File: src/rtl/core/ipv4hg_pkg.sv
package ipv4hg_pkg;

	localparam int ADDR_W  = 32;
	localparam int PROTO_W = 8;
	localparam int LEN_W   = 16;
	localparam int BYTE_W  = 8;
	localparam int IDX_W   = 5;
	localparam int SUM_W   = 20;

	localparam int HDR_BYTES   = 20;
	localparam int QUEUE_DEPTH = 2;

	localparam logic [IDX_W-1:0] LAST_IDX    = IDX_W'(HDR_BYTES - 1);
	localparam logic [LEN_W-1:0] MAX_PAYLOAD = 16'd65515;
	localparam logic [LEN_W-1:0] HDR_LEN     = 16'(HDR_BYTES);

	localparam logic [7:0]  VER_IHL  = 8'h45;
	localparam logic [7:0]  TOS      = 8'h00;
	localparam logic [15:0] FLAGS_DF = 16'h4000;
	localparam logic [7:0]  TTL      = 8'd64;

	// everything the back end needs to stream one header
	typedef struct packed {
		logic [ADDR_W-1:0]  dest_addr;
		logic [ADDR_W-1:0]  src_addr;
		logic [PROTO_W-1:0] protocol_number;
		logic [LEN_W-1:0]   pkt_len;
		logic [LEN_W-1:0]   ident;
		logic [LEN_W-1:0]   csum;
	} hdr_entry_t;

	typedef struct packed {
		logic push;
		logic pop;
	} q_ctrl_t;

	typedef struct packed {
		logic full;
		logic empty;
	} q_stat_t;

endpackage

File: src/rtl/core/ipv4hg_ifs.sv
interface ipv4hg_req_if;
	logic                              valid;
	logic                              ready;
	logic [ipv4hg_pkg::ADDR_W-1:0]     dest_addr;
	logic [ipv4hg_pkg::PROTO_W-1:0]    protocol_number;
	logic [ipv4hg_pkg::LEN_W-1:0]      payload_length;

	modport source (output valid, dest_addr, protocol_number, payload_length, input ready);
	modport sink   (input valid, dest_addr, protocol_number, payload_length, output ready);
endinterface

interface ipv4hg_hdr_if;
	logic                              valid;
	logic                              ready;
	logic [ipv4hg_pkg::BYTE_W-1:0]     header_byte;
	logic [ipv4hg_pkg::IDX_W-1:0]      byte_index;
	logic                              last_byte;

	modport source (output valid, header_byte, byte_index, last_byte, input ready);
	modport sink   (input valid, header_byte, byte_index, last_byte, output ready);
endinterface

File: src/rtl/core/ipv4hg_front.sv
module ipv4hg_front (
	input  logic                            clk,
	input  logic                            arst_n,
	input  logic                            cfg_we,
	input  logic [ipv4hg_pkg::ADDR_W-1:0]   cfg_wdata,
	ipv4hg_req_if.sink                      req,
	input  logic                            q_full,
	output logic                            q_push,
	output ipv4hg_pkg::hdr_entry_t          q_wdata
);
	import ipv4hg_pkg::*;

	logic [ADDR_W-1:0] local_addr_q;
	logic [LEN_W-1:0]  ident_q;

	hdr_entry_t        fld_s1;
	logic              valid_s1;
	hdr_entry_t        fld_s2;
	logic [SUM_W-1:0]  sum_s2;
	logic              valid_s2;

	logic              req_xfer;
	logic              move_s12;
	logic [LEN_W-1:0]  plen_sat;
	logic [SUM_W-1:0]  sum_c;
	logic [LEN_W:0]    fold1;
	logic [LEN_W-1:0]  fold2;

	assign q_push    = valid_s2 && !q_full;
	assign move_s12  = valid_s1 && (!valid_s2 || q_push);
	assign req.ready = !valid_s1 || move_s12;
	assign req_xfer  = req.valid && req.ready;

	assign plen_sat = (req.payload_length > MAX_PAYLOAD) ? MAX_PAYLOAD : req.payload_length;

	// ones'-complement sum of the header words, checksum word left out
	assign sum_c = SUM_W'({VER_IHL, TOS}) + SUM_W'(FLAGS_DF)
		+ SUM_W'(fld_s1.pkt_len) + SUM_W'(fld_s1.ident)
		+ SUM_W'({TTL, fld_s1.protocol_number})
		+ SUM_W'(fld_s1.src_addr[31:16]) + SUM_W'(fld_s1.src_addr[15:0])
		+ SUM_W'(fld_s1.dest_addr[31:16]) + SUM_W'(fld_s1.dest_addr[15:0]);

	// two end-around folds are enough for a 20-bit sum
	assign fold1 = (LEN_W+1)'(sum_s2[LEN_W-1:0]) + (LEN_W+1)'(sum_s2[SUM_W-1:LEN_W]);
	assign fold2 = fold1[LEN_W-1:0] + LEN_W'(fold1[LEN_W]);

	always_comb begin
		q_wdata      = fld_s2;
		q_wdata.csum = ~fold2;
	end

	always_ff @(posedge clk or negedge arst_n) begin
		if (!arst_n) begin
			local_addr_q <= '0;
			ident_q      <= '0;
			valid_s1     <= 1'b0;
			valid_s2     <= 1'b0;
		end else begin
			if (cfg_we)
				local_addr_q <= cfg_wdata;
			if (req_xfer)
				ident_q <= ident_q + 1'b1;
			if (req.ready)
				valid_s1 <= req.valid;
			if (!valid_s2 || q_push)
				valid_s2 <= valid_s1;
		end
	end

	always_ff @(posedge clk) begin
		if (req_xfer) begin
			fld_s1.dest_addr       <= req.dest_addr;
			fld_s1.src_addr        <= local_addr_q;
			fld_s1.protocol_number <= req.protocol_number;
			fld_s1.pkt_len         <= plen_sat + HDR_LEN;
			fld_s1.ident           <= ident_q;
			fld_s1.csum            <= '0;
		end
		if (move_s12) begin
			fld_s2 <= fld_s1;
			sum_s2 <= sum_c;
		end
	end

	a_ident_step: assert property (@(posedge clk) disable iff (!arst_n)
		req_xfer |=> ident_q == $past(ident_q) + 1'b1)
		else $error("ident counter did not step on request transfer");

	a_stage_hold: assert property (@(posedge clk) disable iff (!arst_n)
		valid_s2 && q_full |=> valid_s2 && $stable(sum_s2))
		else $error("stage 2 lost its item while the queue was full");

endmodule

File: src/rtl/core/ipv4hg_queue.sv
module ipv4hg_queue #(
	parameter int Depth = ipv4hg_pkg::QUEUE_DEPTH
) (
	input  logic                        clk,
	input  logic                        arst_n,
	input  ipv4hg_pkg::q_ctrl_t         ctrl,
	input  ipv4hg_pkg::hdr_entry_t      wdata,
	output ipv4hg_pkg::q_stat_t         stat,
	output ipv4hg_pkg::hdr_entry_t      rdata
);
	import ipv4hg_pkg::*;

	localparam int PtrW = (Depth > 1) ? $clog2(Depth) : 1;
	localparam int CntW = $clog2(Depth + 1);
	localparam logic [PtrW-1:0] LastPtr = PtrW'(Depth - 1);
	localparam logic [CntW-1:0] FullCnt = CntW'(Depth);

	hdr_entry_t      slot_q [Depth];
	logic [PtrW-1:0] wr_ptr_q;
	logic [PtrW-1:0] rd_ptr_q;
	logic [CntW-1:0] count_q;

	assign stat.full  = (count_q == FullCnt);
	assign stat.empty = (count_q == '0);
	assign rdata      = slot_q[rd_ptr_q];

	always_ff @(posedge clk or negedge arst_n) begin
		if (!arst_n) begin
			wr_ptr_q <= '0;
			rd_ptr_q <= '0;
			count_q  <= '0;
		end else begin
			if (ctrl.push)
				wr_ptr_q <= (wr_ptr_q == LastPtr) ? '0 : wr_ptr_q + 1'b1;
			if (ctrl.pop)
				rd_ptr_q <= (rd_ptr_q == LastPtr) ? '0 : rd_ptr_q + 1'b1;
			if (ctrl.push && !ctrl.pop)
				count_q <= count_q + 1'b1;
			else if (ctrl.pop && !ctrl.push)
				count_q <= count_q - 1'b1;
		end
	end

	always_ff @(posedge clk) begin
		if (ctrl.push)
			slot_q[wr_ptr_q] <= wdata;
	end

	a_no_overflow: assert property (@(posedge clk) disable iff (!arst_n)
		!(ctrl.push && stat.full))
		else $error("push into a full header queue");

	a_no_underflow: assert property (@(posedge clk) disable iff (!arst_n)
		!(ctrl.pop && stat.empty))
		else $error("pop from an empty header queue");

endmodule

File: src/rtl/core/ipv4hg_back.sv
module ipv4hg_back (
	input  logic                        clk,
	input  logic                        arst_n,
	input  logic                        q_empty,
	input  ipv4hg_pkg::hdr_entry_t      q_rdata,
	output logic                        q_pop,
	ipv4hg_hdr_if.source                hdr
);
	import ipv4hg_pkg::*;

	logic [IDX_W-1:0]  idx_q;
	logic              out_valid_q;
	logic [BYTE_W-1:0] byte_q;
	logic [IDX_W-1:0]  index_q;
	logic              last_q;

	logic              load;
	logic              at_last;
	logic [BYTE_W-1:0] byte_c;

	always_comb begin
		case (idx_q)
			5'd0:    byte_c = VER_IHL;
			5'd1:    byte_c = TOS;
			5'd2:    byte_c = q_rdata.pkt_len[15:8];
			5'd3:    byte_c = q_rdata.pkt_len[7:0];
			5'd4:    byte_c = q_rdata.ident[15:8];
			5'd5:    byte_c = q_rdata.ident[7:0];
			5'd6:    byte_c = FLAGS_DF[15:8];
			5'd7:    byte_c = FLAGS_DF[7:0];
			5'd8:    byte_c = TTL;
			5'd9:    byte_c = q_rdata.protocol_number;
			5'd10:   byte_c = q_rdata.csum[15:8];
			5'd11:   byte_c = q_rdata.csum[7:0];
			5'd12:   byte_c = q_rdata.src_addr[31:24];
			5'd13:   byte_c = q_rdata.src_addr[23:16];
			5'd14:   byte_c = q_rdata.src_addr[15:8];
			5'd15:   byte_c = q_rdata.src_addr[7:0];
			5'd16:   byte_c = q_rdata.dest_addr[31:24];
			5'd17:   byte_c = q_rdata.dest_addr[23:16];
			5'd18:   byte_c = q_rdata.dest_addr[15:8];
			5'd19:   byte_c = q_rdata.dest_addr[7:0];
			default: byte_c = '0;
		endcase
	end

	// output register frees up on the same cycle the receiver takes a byte
	assign load    = !q_empty && (!out_valid_q || hdr.ready);
	assign at_last = (idx_q == LAST_IDX);
	assign q_pop   = load && at_last;

	assign hdr.valid       = out_valid_q;
	assign hdr.header_byte = byte_q;
	assign hdr.byte_index  = index_q;
	assign hdr.last_byte   = last_q;

	always_ff @(posedge clk or negedge arst_n) begin
		if (!arst_n) begin
			idx_q       <= '0;
			out_valid_q <= 1'b0;
		end else begin
			if (load)
				idx_q <= at_last ? '0 : idx_q + 1'b1;
			if (load)
				out_valid_q <= 1'b1;
			else if (hdr.ready)
				out_valid_q <= 1'b0;
		end
	end

	always_ff @(posedge clk) begin
		if (load) begin
			byte_q  <= byte_c;
			index_q <= idx_q;
			last_q  <= at_last;
		end
	end

	a_index_runs: assert property (@(posedge clk) disable iff (!arst_n)
		hdr.valid && hdr.ready && !hdr.last_byte && load
		|=> hdr.valid && hdr.byte_index == $past(hdr.byte_index) + 1'b1)
		else $error("header bytes out of sequence");

	a_last_flag: assert property (@(posedge clk) disable iff (!arst_n)
		hdr.valid |-> (hdr.last_byte == (hdr.byte_index == LAST_IDX)))
		else $error("last byte flag disagrees with byte index");

endmodule

File: src/rtl/core/ipv4_header_generator_core.sv
// ipv4 header generator core
// requests come in on req (dest_addr, protocol_number, payload_length) with a
// valid/ready transfer; each request yields 20 transfers on hdr, one header byte
// each, in network byte order with byte_index 0..19 and last_byte on byte 19.
// the source address comes from the local address register written through
// cfg_we/cfg_wdata; write it only while no header is in flight.
// payload_length above 65515 is clamped so total length stays within 16 bits.
// identification is a 16-bit counter, used then incremented per request.
// the first byte of a header passes the capture register at the request transfer,
// then the checksum sum register, the fold into the queue and the output register.
// throughput: one byte per cycle while the receiver is ready, set by the
// single-byte output register; a second request is taken while the first still
// streams and waits in a small queue.
// a stalled receiver holds the output byte; the queue then fills and req.ready
// drops. reset clears the address register, the counter and all valid state.
module ipv4_header_generator_core #(
	parameter int QueueDepth = ipv4hg_pkg::QUEUE_DEPTH
) (
	input  logic                            clk,
	input  logic                            arst_n,
	input  logic                            cfg_we,
	input  logic [ipv4hg_pkg::ADDR_W-1:0]   cfg_wdata,
	ipv4hg_req_if.sink                      req,
	ipv4hg_hdr_if.source                    hdr
);
	import ipv4hg_pkg::*;

	q_ctrl_t    q_ctrl;
	q_stat_t    q_stat;
	hdr_entry_t q_wdata;
	hdr_entry_t q_rdata;
	logic       q_push;
	logic       q_pop;

	assign q_ctrl.push = q_push;
	assign q_ctrl.pop  = q_pop;

	ipv4hg_front u_front (
		.clk       (clk),
		.arst_n    (arst_n),
		.cfg_we    (cfg_we),
		.cfg_wdata (cfg_wdata),
		.req       (req),
		.q_full    (q_stat.full),
		.q_push    (q_push),
		.q_wdata   (q_wdata)
	);

	ipv4hg_queue #(
		.Depth (QueueDepth)
	) u_queue (
		.clk    (clk),
		.arst_n (arst_n),
		.ctrl   (q_ctrl),
		.wdata  (q_wdata),
		.stat   (q_stat),
		.rdata  (q_rdata)
	);

	ipv4hg_back u_back (
		.clk     (clk),
		.arst_n  (arst_n),
		.q_empty (q_stat.empty),
		.q_rdata (q_rdata),
		.q_pop   (q_pop),
		.hdr     (hdr)
	);

endmodule

File: src/flat_wrapper.sv
// flat-port wrapper written by rule: the top's interface ports become plain ports
module ipv4_header_generator_core_flat import ipv4hg_pkg::*;
#(
	parameter int QueueDepth = ipv4hg_pkg::QUEUE_DEPTH
)
  (clk, arst_n, cfg_we, cfg_wdata, req_valid, req_dest_addr, req_protocol_number, req_payload_length, req_ready, hdr_valid, hdr_header_byte, hdr_byte_index, hdr_last_byte, hdr_ready);
  ipv4hg_req_if req_i ();
  ipv4hg_hdr_if hdr_i ();
  input  logic clk;
  input  logic arst_n;
  input  logic cfg_we;
  input  logic [ipv4hg_pkg::ADDR_W-1:0] cfg_wdata;
  input wire logic [$bits(req_i.valid)-1:0] req_valid;
  input wire logic [$bits(req_i.dest_addr)-1:0] req_dest_addr;
  input wire logic [$bits(req_i.protocol_number)-1:0] req_protocol_number;
  input wire logic [$bits(req_i.payload_length)-1:0] req_payload_length;
  output wire logic [$bits(req_i.ready)-1:0] req_ready;
  output wire logic [$bits(hdr_i.valid)-1:0] hdr_valid;
  output wire logic [$bits(hdr_i.header_byte)-1:0] hdr_header_byte;
  output wire logic [$bits(hdr_i.byte_index)-1:0] hdr_byte_index;
  output wire logic [$bits(hdr_i.last_byte)-1:0] hdr_last_byte;
  input wire logic [$bits(hdr_i.ready)-1:0] hdr_ready;
  assign req_i.valid = req_valid;
  assign req_i.dest_addr = req_dest_addr;
  assign req_i.protocol_number = req_protocol_number;
  assign req_i.payload_length = req_payload_length;
  assign req_ready = req_i.ready;
  assign hdr_valid = hdr_i.valid;
  assign hdr_header_byte = hdr_i.header_byte;
  assign hdr_byte_index = hdr_i.byte_index;
  assign hdr_last_byte = hdr_i.last_byte;
  assign hdr_i.ready = hdr_ready;
  ipv4_header_generator_core #(.QueueDepth(QueueDepth)) u_core (.clk(clk), .arst_n(arst_n), .cfg_we(cfg_we), .cfg_wdata(cfg_wdata), .req(req_i), .hdr(hdr_i));
endmodule
File: config.mk
export PLATFORM = sky130hd
export DESIGN_NAME = ipv4_header_generator_core_flat
export DESIGN_NICKNAME = d
export VERILOG_FILES = /design/src/rtl/core/ipv4hg_pkg.sv /design/src/rtl/core/ipv4hg_ifs.sv /design/src/rtl/core/ipv4hg_front.sv /design/src/rtl/core/ipv4hg_queue.sv /design/src/rtl/core/ipv4hg_back.sv /design/src/rtl/core/ipv4_header_generator_core.sv /design/src/flat_wrapper.sv
export SDC_FILE = /design/constraint.sdc
export NUM_CORES = 1
export LEC_CHECK = 0
export BUFFER_PORTS_ARGS = -buffer_cell sky130_fd_sc_hd__clkbuf_2
export CAP_MARGIN = 20
export CORE_MARGIN = 3
export CORE_UTILIZATION = 55
export DETAILED_ROUTE_END_ITERATION = 7
export PLACE_DENSITY = 0.75
export SYNTH_ARGS = -nofsm -noshare
export SYNTH_HDL_FRONTEND = slang
export SYNTH_HIERARCHICAL = 1
export SYNTH_SLANG_ARGS = --single-unit
File: constraint.sdc
create_clock -name clk -period 9.7 [get_ports clk]
set_input_delay 1.455 -clock clk [delete_from_list [all_inputs] [get_ports clk]]
set_output_delay 1.455 -clock clk [all_outputs]
set_load 0.01 [all_outputs]
==> summary.md, run 1 <==
| Metric | Value |
|---|---|
| Share of layout cells above drive strength 1 | 0.2453 |
| Post-Place Cells | 2017 |
| DR iter-0 viols | around 1000 |
| Arrival @ worst endpoint | roughly 5 ns |
| Fin. Hold Viols | 0 |
| Drt pass-1 iters | 6 |
| Syn-to-layout area delta | 12.56% |
| Net count after synthesis | ~1600 |
| Core Region | a little over 40000 µm² |
| Synth Area per Inst | roughly 17 µm² |
| Cts hold-fix bufs | 0 |
| Num CTS Buffers | 54 |
| Initial Utilization | 0.5624 |
| Post-Place Worst Slack | just over 5 ns |
| # diodes | 0 |
| Crit path max fanout | 3 |
| Max H-tree Level | 2 |
| GPL Wtd Cong | between 0.9 and 1 |
| Clock Latency Late Sink | around 0.60 ns |
| Nets | 1747 |
| Leakage power | 9.963 nW |
| Worst setup EP type | flop |
| Placed Area | around 24000 µm² |
| Setup CP Type | flop to flop |
| EDFF count, synth | 481 |
| Setup TNS Final | 0 ns |
| Startpoint types | flop |
| Global-route wire length before repair | 74.92 mm |
| Drc violations | 0 |
| Slew of the pin with the lowest slew margin | about 1.0 ns |
| Total congestion overflow | 0 |
| Final wirelength | 49.87 mm |
| Largest net degree at the start of global routing | 70 |
| Hold Slack | 0.4373 ns |
| Final Non-Filler Cells | roughly 2100 |
| Maxcap violations | 0 |
| Seq/Total Area, Yosys | 0.6866 |
| Placement row count | between 70 and 80 |
| CTS Buffer Depth | 3 |
| Status | complete, no violations |
| Clk_skew | 0.01969 ns |
| Clock sink count | between 500 and 600 |
| Netlist Area Pre-Place | between 20000 and 25000 µm² |
| Cell count after synthesis | 1401 |
| Rel. slew slack | 0.3357 |
| Ports | 109 |
| Initial antenna violation count | 0 |
| Filler cells | about 2900 |
| CTS resizes | 0 |
| Max VDD drop | between 0.2 and 0.25 mV |
| Tmin final | around 4.7 ns |
| Post-DP HPWL | about 35 mm |
| Post-synth top flop | edfxtp_1 |
| IO Port Bufs | between 100 and 150 |
| Min-Delay Path Class | flop to flop |
| RSZ-0062 raised after global routing | no |
| Commonest non-fill, non-tap cell in the layout | edfxtp_1 |
| Final Max Slew Viols | 0 |
| Die X | roughly 210 µm |
| Tcrit/Tclk final | 0.4879 |
| Commonest cells after routing, fill and taps aside | edfxtp_1, mux2_2, inv_1 |
| Final WS setup | between 4 and 5 ns |
| Ys async rst share | 0.1109 |
| Post-CTS setup buffers | 0 |
| Core Util, Final | 0.6330 |
| Library cells used by synthesis | 70 |
| Die height | around 210 µm |
| CTS tree | built |
| Vias per Instance | approximately 5.7 |
| Reg clk slew, reported paths | ~0.06 ns |
| Pwr Density | roughly 400 nW/µm² |
| Die area | 44720 µm² |
| Final setup violation count | 0 |
| Synth warn | 6 |
| Routed len/inst | 23.55 µm |
| Tot Pwr | around 10 mW |
| GRT Overall Usage | 0.2277 |
| Fmax | between 200 and 250 MHz |
| Final ANT Viol Nets | 0 |
| Number of global-route vias before repair | about 12000 |
| Root Driver | clkbuf_16 |
| Critical Path RT | around 10 ns |
| Post-synthesis register bit count | between 500 and 600 |
| Finished Cell Area | about 26000 µm² |
| DR vias | approximately 12000 |
critical path, cell delays in order (launching register included):
cell and delay, ns:
edfxtp_1 0.35, inv_1 0.07, fa_1 0.54, inv_1 0.06, fa_1 0.50, fa_1 0.58, fa_1 0.47, fa_1 0.47
a21o_1 0.18, a21oi_1 0.28, o21ai_0 0.21, a41o_1 0.33, o41ai_1 0.32, xnor2_1 0.11
layer usage:
layer  vias up  GRT usage  part of all wire
li1       5421          -                 -
met1      6198     0.3223              0.43
met2       360     0.3639              0.48
met3        71    0.03734             0.060
met4         0    0.08222             0.028
met5         -          0                 0
final cells by class:
type	instances	area, µm²	share of cell area
repair buffers	121	638.1	0.02441
clock inverters	35	357.8	0.01369
flip-flops and latches	541	15950	0.6101
well taps	532	665.6	0.02546
clock buffers	66	1468	0.05615
multi-input cells	672	6492	0.2484
inverters	151	569.3	0.02178
final timing paths:
path                                            start                        endpoint  slack, ns  cells after the start
setup / recovery            u_core/u_front/fld_s1[18]       u_core/u_front/sum_s2[15]       4.97                     13
hold / removal             u_core/u_front/q_wdata[50]    u_core/u_queue/slot_q[1][50]       0.44                      0
setup reg to reg            u_core/u_front/fld_s1[18]       u_core/u_front/sum_s2[15]       4.97                     13
hold reg to reg            u_core/u_front/q_wdata[50]    u_core/u_queue/slot_q[1][50]       0.44                      0
max in group asynchronous                      arst_n         u_core/u_queue/rd_ptr_q       7.93                      2
min in group asynchronous                      arst_n  u_core/u_front/local_addr_q[2]       1.09                      2
flip-flops by register name (all words and copies together) (netlist names), 2 cells and up:
| name | cells |
|---|---|
| u_core/u_queue/slot_q | 240 |
| u_core/u_front/fld_s1 | 104 |
| u_core/u_front/q_wdata | 104 |
| u_core/u_front/local_addr_q | 32 |
| u_core/u_front/sum_s2 | 19 |
| u_core/u_front/ident_q | 16 |
| u_core/u_back/hdr.header_byte | 8 |
| u_core/u_back/hdr.byte_index | 5 |
| u_core/u_back/idx_q | 5 |
| u_core/u_queue/count_q | 2 |
logic make-up (layout without fill, tap and decap cells):
| kind of cell | count (synthesis) | after routing | share of synthesized area |
|---|---|---|---|
| AND/OR/NAND/NOR | 194 | 194 | 0.04617 |
| AO/OA/AOI/OAI | 123 | 123 | 0.03820 |
| adder cells (fa/ha/maj) | 113 | 113 | 0.08384 |
| multiplexers | 176 | 176 | 0.08432 |
| flip-flops | 541 | 541 | 0.6866 |
| buffers and inverters | 188 | 373 | 0.03481 |
| XOR/XNOR | 66 | 66 | 0.02602 |
power breakdown:
part	internal [mW]	total [mW]	switching, mW
sequential	3.66	4.00	0.339
clock	1.24	2.10	0.858
combinational	1.72	4.34	2.62
synthesized netlist by cell type, drive strengths merged, types with 3 or more instances:
cell,instances,area (µm²)
mux2,157,1768
nand3,26,130.1
nand2b,12,75.07
nor2b,13,81.33
a21oi,20,100.1
a31oi,4,25.02
and3,5,31.28
xnor2,41,366.6
fa,71,1421
buf,27,204.0
mux2i,19,190.2
a31o,3,26.28
and4,5,43.79
nand2,37,138.9
nand3b,3,22.52
a221oi,7,61.31
a21o,13,97.59
o22ai,4,25.02
or3b,5,43.79
dfrtp,60,1501
xor2,25,237.7
o21ai,16,80.07
nor3,7,35.03
nand4,15,93.84
a22oi,9,67.56
inv,151,566.8
ha,42,525.5
a22o,11,96.34
edfxtp,481,14440
o21a,4,30.03
a211oi,5,37.54
clkbuf,10,37.54
nor2,40,150.1
a32oi,7,61.31
and2,8,50.05
No activity file was read; power rests on OpenSTA's default activity.
==> run 2, diff against run 1 <==
--- a/config.mk
+++ b/config.mk
@@ -5,12 +5,13 @@
 export SDC_FILE = /design/constraint.sdc
 export NUM_CORES = 1
 export LEC_CHECK = 0
+export ABC_AREA = 1
 export BUFFER_PORTS_ARGS = -buffer_cell sky130_fd_sc_hd__clkbuf_2
 export CAP_MARGIN = 20
 export CORE_MARGIN = 3
-export CORE_UTILIZATION = 55
+export CORE_UTILIZATION = 56
 export DETAILED_ROUTE_END_ITERATION = 7
-export PLACE_DENSITY = 0.75
+export PLACE_DENSITY = 0.77
 export SYNTH_ARGS = -nofsm -noshare
 export SYNTH_HDL_FRONTEND = slang
 export SYNTH_HIERARCHICAL = 1
==> constraint.sdc (replaced) <==
create_clock -name clk -period 4 [get_ports clk]
set_input_delay 0.6 -clock clk [delete_from_list [all_inputs] [get_ports clk]]
set_output_delay 0.6 -clock clk [all_outputs]
set_load 0.01 [all_outputs]
==> summary.md, run 2 <==
| Metric | Value |
|---|---|
| Hold_sp | req_dest_addr[10] |
| Commonest cells after routing, fill and taps aside | edfxtp_1, nand2_1, inv_1 |
| Ys async rst share | 0.1109 (unchanged) |
| Root Driver | clkbuf_16 |
| Reg clk slew, reported paths | 0.06 ns (about the same) |
| Maxcap violations | 0 (unchanged) |
| Crit path max fanout | 2 (-1) |
| Largest net degree at the start of global routing | 124 (+77%) |
| Vias per Instance | 5.582 (-1.9%) |
| Share of layout cells above drive strength 1 | 0.2760 (+0.03070) |
| Leakage power | 10.64 nW (+6.8%) |
| RSZ-0062 raised after global routing | yes |
| Synth warn | 6 (unchanged) |
| Top post-synthesis cells by area | edfxtp_1, mux2_2, dfrtp_1 |
| Delay-heaviest family, CP | adder cells |
| Global-route wire length before repair | 80.34 mm (+7.2%) |
| Internal Pwr Total | 16.42 mW (+150%) |
| Reg-to-reg startpoint | u_core/u_front/fld_s1[58] |
| Final ANT Viol Nets | 0 (unchanged) |
| Largest area contributor in the netlist | edfxtp_1 |
| Post-synth top cells | edfxtp_1, nand2_1, inv_1 |
| IO Port Bufs | 108 (unchanged) |
| Max VDD drop | 0.9235 mV (+280%) |
| DR vias | 13448 (+12%) |
| Filler cells | 2802 (-3.3%) |
| Pwr Density | 966.4 nW/µm² (+140%) |
| GPL Wtd Cong | 0.8826 (-5.2%) |
| Reg power frac | 0.367 (-0.016) |
| Post-synthesis register bit count | 541 (unchanged) |
| Reg2reg end | u_core/u_front/sum_s2[7] |
| Status | complete, no violations |
| Die height | 211.8 µm (+0.14%) |
| Comb power frac | 0.455 (+0.039) |
| CTS Buffer Depth | 3 (unchanged) |
| Tmin final | 3.985 ns (-0.7476 ns) |
| Clock sink count | 541 (unchanged) |
| Clock Latency Late Sink | 0.60 ns (about the same) |
| Slew of the pin with the lowest slew margin | 1.092 ns (+0.09502 ns) |
| Nets | 2040 (+17%) |
| Placed Area | 25000 µm² (+2.8%) |
| Switching share of total power | 0.3730 (+0.007114) |
| Fmax | 250.9 MHz (+19%) |
| Seq/Total Area, Yosys | 0.6725 (-0.01417) |
| Critical Path RT | 4.35 ns (-5.68 ns) |
| DR iter-0 viols | 1422 (+43%) |
| Hold Slack | 0.1742 ns (-0.2631 ns) |
| Final Max Slew Viols | 0 (unchanged) |
| Net count after synthesis | 1858 (+16%) |
| Synth Area per Inst | 14.35 µm² (-13%) |
| # diodes | 0 (unchanged) |
| CTS tree | built |
| Critical path, cell by cell | fa_2 > fa_2 > fa_1 > fa_2 > fa_2 > nand3_1 > nand2_2 > buf_4 > buf_4 > a31o_2 > xor2_1 |
| Min-Delay Path Class | primary input to flop |
| Core Region | 41290 µm² (unchanged) |
| Netlist Area Pre-Place | 23710 µm² (+2.1%) |
| Post-DP HPWL | 38.19 mm (+8.3%) |
| Cell count after synthesis | 1652 (+18%) |
| Most flop-heavy register | u_core/u_queue/slot_q |
| Setup TNS Final | 0 ns (unchanged) |
| Post-synth top flop | edfxtp_1 |
| Rel. slew slack | 0.2723 (-0.06334) |
| Placement row count | 74 (unchanged) |
| Post-Place Cells | 2292 (+14%) |
| Fin. Hold Viols | 0 (unchanged) |
| Clk_skew | 0.01953 ns (-0.0001563 ns) |
| Area share of the largest cell type after synthesis | 0.6091 (-0.01283) |
| Final Non-Filler Cells | 2409 (+14%) |
| GRT Overall Usage | 0.2441 (+0.01648) |
| Routed len/inst | 22.50 µm (-4.4%) |
| Worst setup EP type | flop |
| Setup CP Type | flop to flop |
| Die area | 44850 µm² (+0.27%) |
| Die X | 211.8 µm (+0.14%) |
| Max H-tree Level | 2 (unchanged) |
| Cell with the most instances after synthesis | edfxtp_1 |
| Drc violations | 0 (unchanged) |
| Arrival @ worst endpoint | 4.33 ns (-0.73 ns) |
| Tcrit/Tclk final | 0.9963 (+0.5084) |
| Critical path buffers and inverters | 2 (unchanged) |
| Startpoint types | flop |
| Finished Cell Area | 27090 µm² (+3.6%) |
| R2R cell count | 11 (-2) |
| Worst Hold Endpoint | u_core/u_front/fld_s1[98] |
| Syn-to-layout area delta | 14.26% |
| Worst R2R Setup Slack | 0.01 ns (-4.95 ns) |
| CP max stage delay | 0.64 ns (+0.06 ns) |
| Num CTS Buffers | 51 (-5.6%) |
| Total congestion overflow | 0 (unchanged) |
| Library cells used by synthesis | 43 (-39%) |
| Crit-path slowest cell | fa_2 |
| Number of global-route vias before repair | 13647 (+9.4%) |
| Commonest non-fill, non-tap cell in the layout | edfxtp_1 |
| Ports | 109 (unchanged) |
| EDFF count, synth | 481 (unchanged) |
| Initial antenna violation count | 0 (unchanged) |
| Largest register FFs | 240 (unchanged) |
| Initial Utilization | 0.5742 (+0.01185) |
| Clk pwr share | 0.178 (-0.023) |
| Final setup violation count | 0 (unchanged) |
| Hold Path Depth | 1 (+1) |
| Critical Path Most Common Cell | fa_2 |
| Final wirelength | 54.21 mm (+8.7%) |
| Drt pass-1 iters | 6 (unchanged) |
| Switching pwr | 9.765 mW (+160%) |
run 2: changes by cell type after synthesis, moves of 24 or more:
cell | before | now
xnor2_1 | 40 | 16
nand4_1 | 15 | 52
nor2_1 | 40 | 71
nand2_1 | 37 | 237
nand3_1 | 26 | 75
inv_1 | 151 | 220
run 2: worst register-to-register path, delay by kind of cell (launching register included):
| family | cells | cell delay, ns |
|---|---|---|
| flip-flops | 1 | 0.43 |
| adder cells (fa/ha/maj) | 5 | 2.48 |
| buffers and inverters | 2 | 0.26 |
| AO/OA/AOI/OAI | 1 | 0.20 |
| AND/OR/NAND/NOR | 2 | 0.20 |
| XOR/XNOR | 1 | 0.15 |
run 2: final cells by class:
type,count,area [µm²],share of cell area
sequential,541,15950,0.5887
tap,532,665.6,0.02457
timing repair buffer,159,992.2,0.03662
clock inverter,23,193.9,0.007158
inverter,227,860.8,0.03177
clock buffer,73,1421,0.05246
multi-input combinational,854,7009,0.2587
run 2: cell families after synthesis:
| group | count (synthesis) | synth area share |
|---|---|---|
| adders and majority gates | 113 | 0.08211 |
| xor gates and xnor gates | 45 | 0.01741 |
| muxes | 152 | 0.07219 |
| DFF | 541 | 0.6725 |
| buffers and inverters | 257 | 0.04607 |
| and+or+nand+nor | 495 | 0.09788 |
| AOI/OAI and AO/OA | 49 | 0.01187 |
run 2: power by group through the flow:
stage          clock [mW]  sequential (mW)  combinational [mW]
3_3_place_gp            0             9.56                9.59
3_5_place_dp            0             9.68                9.71
2_1_floorplan           0             9.40                6.59
4_1_cts              4.74             9.59                10.5
5_1_grt              4.94             9.75                13.0
6_report             4.67             9.61                11.9
run 2: routing by layer:
metal  GRT usage  share of wire
met3     0.05231          0.085
met1      0.3360           0.40
met2      0.3863           0.47
met4     0.09746          0.039
met5           0              0
run 2: worst max path at each step:
stage	start	to	slack, ns	depth (start not counted)
after CTS	u_core/u_front/fld_s1[66]	u_core/u_front/sum_s2[17]	0.0008	13
after floorplan	u_core/u_front/fld_s1[19]	u_core/u_front/sum_s2[12]	0.04	16
after global routing	u_core/u_front/fld_s1[117]	u_core/u_front/sum_s2[17]	-0.05	14
after detailed placement	u_core/u_front/fld_s1[58]	u_core/u_front/sum_s2[17]	-0.25	13
final	u_core/u_front/fld_s1[58]	u_core/u_front/sum_s2[7]	0.01	11
after global placement	u_core/u_front/fld_s1[58]	u_core/u_front/sum_s2[17]	-0.16	13
run 2: what timing repair did:
| item | in CTS | in global routing |
|---|---|---|
| buffers inserted | 11 | 9 |
| gates resized for setup | 26 | 58 |
| hold buffers | 1 | 0 |
| setup endpoints to repair | 10 | 12 |
| pin swaps | 25 | 44 |
| cloned | 0 | 0 |
| hold endpoints to repair | 17 | 0 |
run 2: per-stage QoR:
step | total power, mW | setup slack, ns | utilization
final | 26.18 | 0.01483 | 0.6561
after global routing | 27.68 | -0.04783 | 0.6561
after CTS | 24.88 | 0.0007891 | 0.6490
after detailed placement | 19.40 | -0.2530 | 0.6053
after global placement | 19.15 | -0.1587 | 0.6053
after floorplan | 15.99 | 0.04343 | -
==> run 3, diff against run 2 <==
--- a/config.mk
+++ b/config.mk
@@ -5,13 +5,12 @@
 export SDC_FILE = /design/constraint.sdc
 export NUM_CORES = 1
 export LEC_CHECK = 0
-export ABC_AREA = 1
 export BUFFER_PORTS_ARGS = -buffer_cell sky130_fd_sc_hd__clkbuf_2
 export CAP_MARGIN = 20
 export CORE_MARGIN = 3
-export CORE_UTILIZATION = 56
+export CORE_UTILIZATION = 55
 export DETAILED_ROUTE_END_ITERATION = 7
-export PLACE_DENSITY = 0.77
+export PLACE_DENSITY = 0.75
 export SYNTH_ARGS = -nofsm -noshare
 export SYNTH_HDL_FRONTEND = slang
 export SYNTH_HIERARCHICAL = 1
==> summary.md, run 3 (synthesis results as in run 1) <==
| Metric | Value |
|---|---|
| Status | complete, but fails checks |
| Violated checks | negative setup slack |
| Core Region | 41290 µm² (unchanged) |
| Final ANT Viol Nets | 0 (unchanged) |
| Largest net degree at the start of global routing | 124 (unchanged) |
| Die height | 211.5 µm (-0.14%) |
| Reg clk slew, reported paths | 0.06 ns (about the same) |
| Clk_skew | 0.01791 ns (-0.001615 ns) |
| Vias per Instance | 5.660 (+1.4%) |
| Min-Delay Path Class | primary input to asynchronous set/reset pin |
| Die X | 211.5 µm (-0.14%) |
| Syn-to-layout area delta | 15.56% |
| DR iter-0 viols | 1076 (-24%) |
| IO Port Bufs | 108 (unchanged) |
| Tcrit/Tclk final | 1.089 (+0.09272) |
| Final wirelength | 51.04 mm (-5.8%) |
| Tmin final | 4.356 ns (+0.3709 ns) |
| Num CTS Buffers | 53 (+3.9%) |
| Critical path, cell by cell | inv_2 > fa_1 > inv_2 > fa_1 > fa_1 > inv_1 > fa_1 > inv_2 > ha_4 > a211o_1 > a211oi_4 > nor3_4 > o21ai_2 > o21ai_2 > a31o_2 |
| Total congestion overflow | 0 (unchanged) |
| Drc violations | 0 (unchanged) |
| RSZ-0062 raised after global routing | yes |
| Core Util, Final | 0.6499 (-0.006211) |
| Post-DP HPWL | 35.28 mm (-7.6%) |
| Drt pass-1 iters | 5 (-1) |
| Largest register FFs | 240 (unchanged) |
| Commonest non-fill, non-tap cell in the layout | edfxtp_1 |
| Crit-path slowest cell | fa_1 |
| Crit path max fanout | 3 (+1) |
| Initial antenna violation count | 0 (unchanged) |
| Ports | 109 (unchanged) |
| CTS tree | built |
| Fin. Hold Viols | 0 (unchanged) |
| Final Max Slew Viols | 0 (unchanged) |
| CP max stage delay | 0.53 ns (-0.11 ns) |
| Fmax | 229.6 MHz (-8.5%) |
| Critical Path RT | 4.34 ns (about the same) |
| Final WS setup | -0.3561 ns (-0.3709 ns) |
| Area of the multi-input gates | 6701 µm² (-4.4%) |
| Seq. cell area | 15950 µm² (unchanged) |
| Routed len/inst | 23.48 µm (+4.3%) |
| Share of layout cells above drive strength 1 | 0.2966 (+0.02062) |
| Max H-tree Level | 2 (unchanged) |
| Setup CP Type | flop to flop |
| Initial Utilization | 0.5624 (-0.01185) |
| GRT Overall Usage | 0.2323 (-0.01188) |
| Clock Latency Late Sink | 0.59 ns (about the same) |
| Nets | 1804 (-12%) |
| Placement row count | 74 (unchanged) |
| Most flop-heavy register | u_core/u_queue/slot_q |
| Global-route wire length before repair | 76.51 mm (-4.8%) |
| Clock sink count | 541 (unchanged) |
| Filler cells | 2873 (+2.5%) |
| GPL Wtd Cong | 0.9415 (+6.7%) |
| DR vias | 12305 (-8.5%) |
| # diodes | 0 (unchanged) |
| Critical Path Most Common Cell | fa_1 |
| Number of global-route vias before repair | 12837 (-5.9%) |
| Root Driver | clkbuf_16 |
| Die area | 44720 µm² (-0.27%) |
| Arrival @ worst endpoint | 4.70 ns (+0.37 ns) |
| Setup TNS Final | -2.176 ns (-2.176 ns) |
| Startpoint types | flop |
| Maxcap violations | 0 (unchanged) |
| Commonest cells after routing, fill and taps aside | edfxtp_1, mux2_2, inv_1 |
| Rel. slew slack | 0.3253 (+0.05297) |
| Final setup violation count | 12 (+12) |
| Slew of the pin with the lowest slew margin | 1.012 ns (-0.07945 ns) |
| Worst setup EP type | flop |
| CTS Buffer Depth | 3 (unchanged) |
==> run 3: cell types whose count changed in the layout (fill, tap and decap cells not counted), moves of 20 or more <==
| cell | change |
|---|---|
| buf_4 | +21 |
| inv_1 | -69 |
| nor2_1 | -28 |
| nor2_2 | -22 |
| xnor2_1 | +23 |
| nand3_1 | -48 |
| nand4_1 | -37 |
| nand2_2 | -20 |
| nand2_1 | -193 |
==> run 3: critical path, delay by kind of cell, from the launching register on <==
| kind | cells | cell delay (ns) |
|---|---|---|
| buf+inv | 4 | 0.24 |
| simple gates | 1 | 0.07 |
| compound gates | 5 | 1.11 |
| flops | 1 | 0.42 |
| fa+ha+maj | 5 | 2.26 |
==> run 3: layout make-up <==
cell class                 count  area share
multi-input combinational    672      0.2497
clock buffer                  65     0.05492
timing repair buffer         179     0.04247
sequential                   541      0.5943
clock inverter                34     0.01254
inverter                     151     0.02121
tap                          532     0.02480
==> run 3: final timing paths <==
kind	start	cells after the start	end	slack, ns
setup reg to reg	u_core/u_front/fld_s1[54]	15	u_core/u_front/sum_s2[18]	-0.36
hold reg to reg	u_core/u_front/q_wdata[109]	0	u_core/u_queue/slot_q[0][109]	0.44
min in group clk	req_dest_addr[17]	1	u_core/u_front/fld_s1[105]	0.18
max in group asynchronous	arst_n	2	u_core/u_front/local_addr_q[9]	2.87
setup / recovery	u_core/u_front/fld_s1[54]	15	u_core/u_front/sum_s2[18]	-0.36
hold / removal	arst_n	1	u_core/u_front/ident_q[0]	0.11
==> run 3: what timing repair did <==
item                                    4_1_cts  5_1_grt
pin swaps                                    28       14
hold buffers                                  0        0
setup buffers                                 8        3
endpoints found under the setup margin       11       13
gates resized for setup                      21       19
==> run 3: per-layer routing <==
metal,global-route usage,vias to the layer above,part of all wire
li1,-,5529,-
met1,0.3183,6262,0.41
met2,0.3825,440,0.49
met3,0.04490,74,0.068
met4,0.07298,0,0.027
met5,0,-,0
==> run 3: per-stage QoR <==
step           cells  setup WS, ns  area [µm²]  hold slack, ns
6_report        2174       -0.3561       26840          0.1109
5_1_grt         2174       -0.4992       26840          0.1506
4_1_cts         2172       -0.2618       26720          0.1226
3_5_place_dp    2065       -0.3877       24790          0.4290
3_3_place_gp    2065       -0.3488       24790          0.4222
2_1_floorplan   1401       -0.1545       23300          0.3044
Power of run 3 is left out: the tool's default activity adds up to more than one toggle a clock period on the data nets, which glitch-free logic cannot reach.
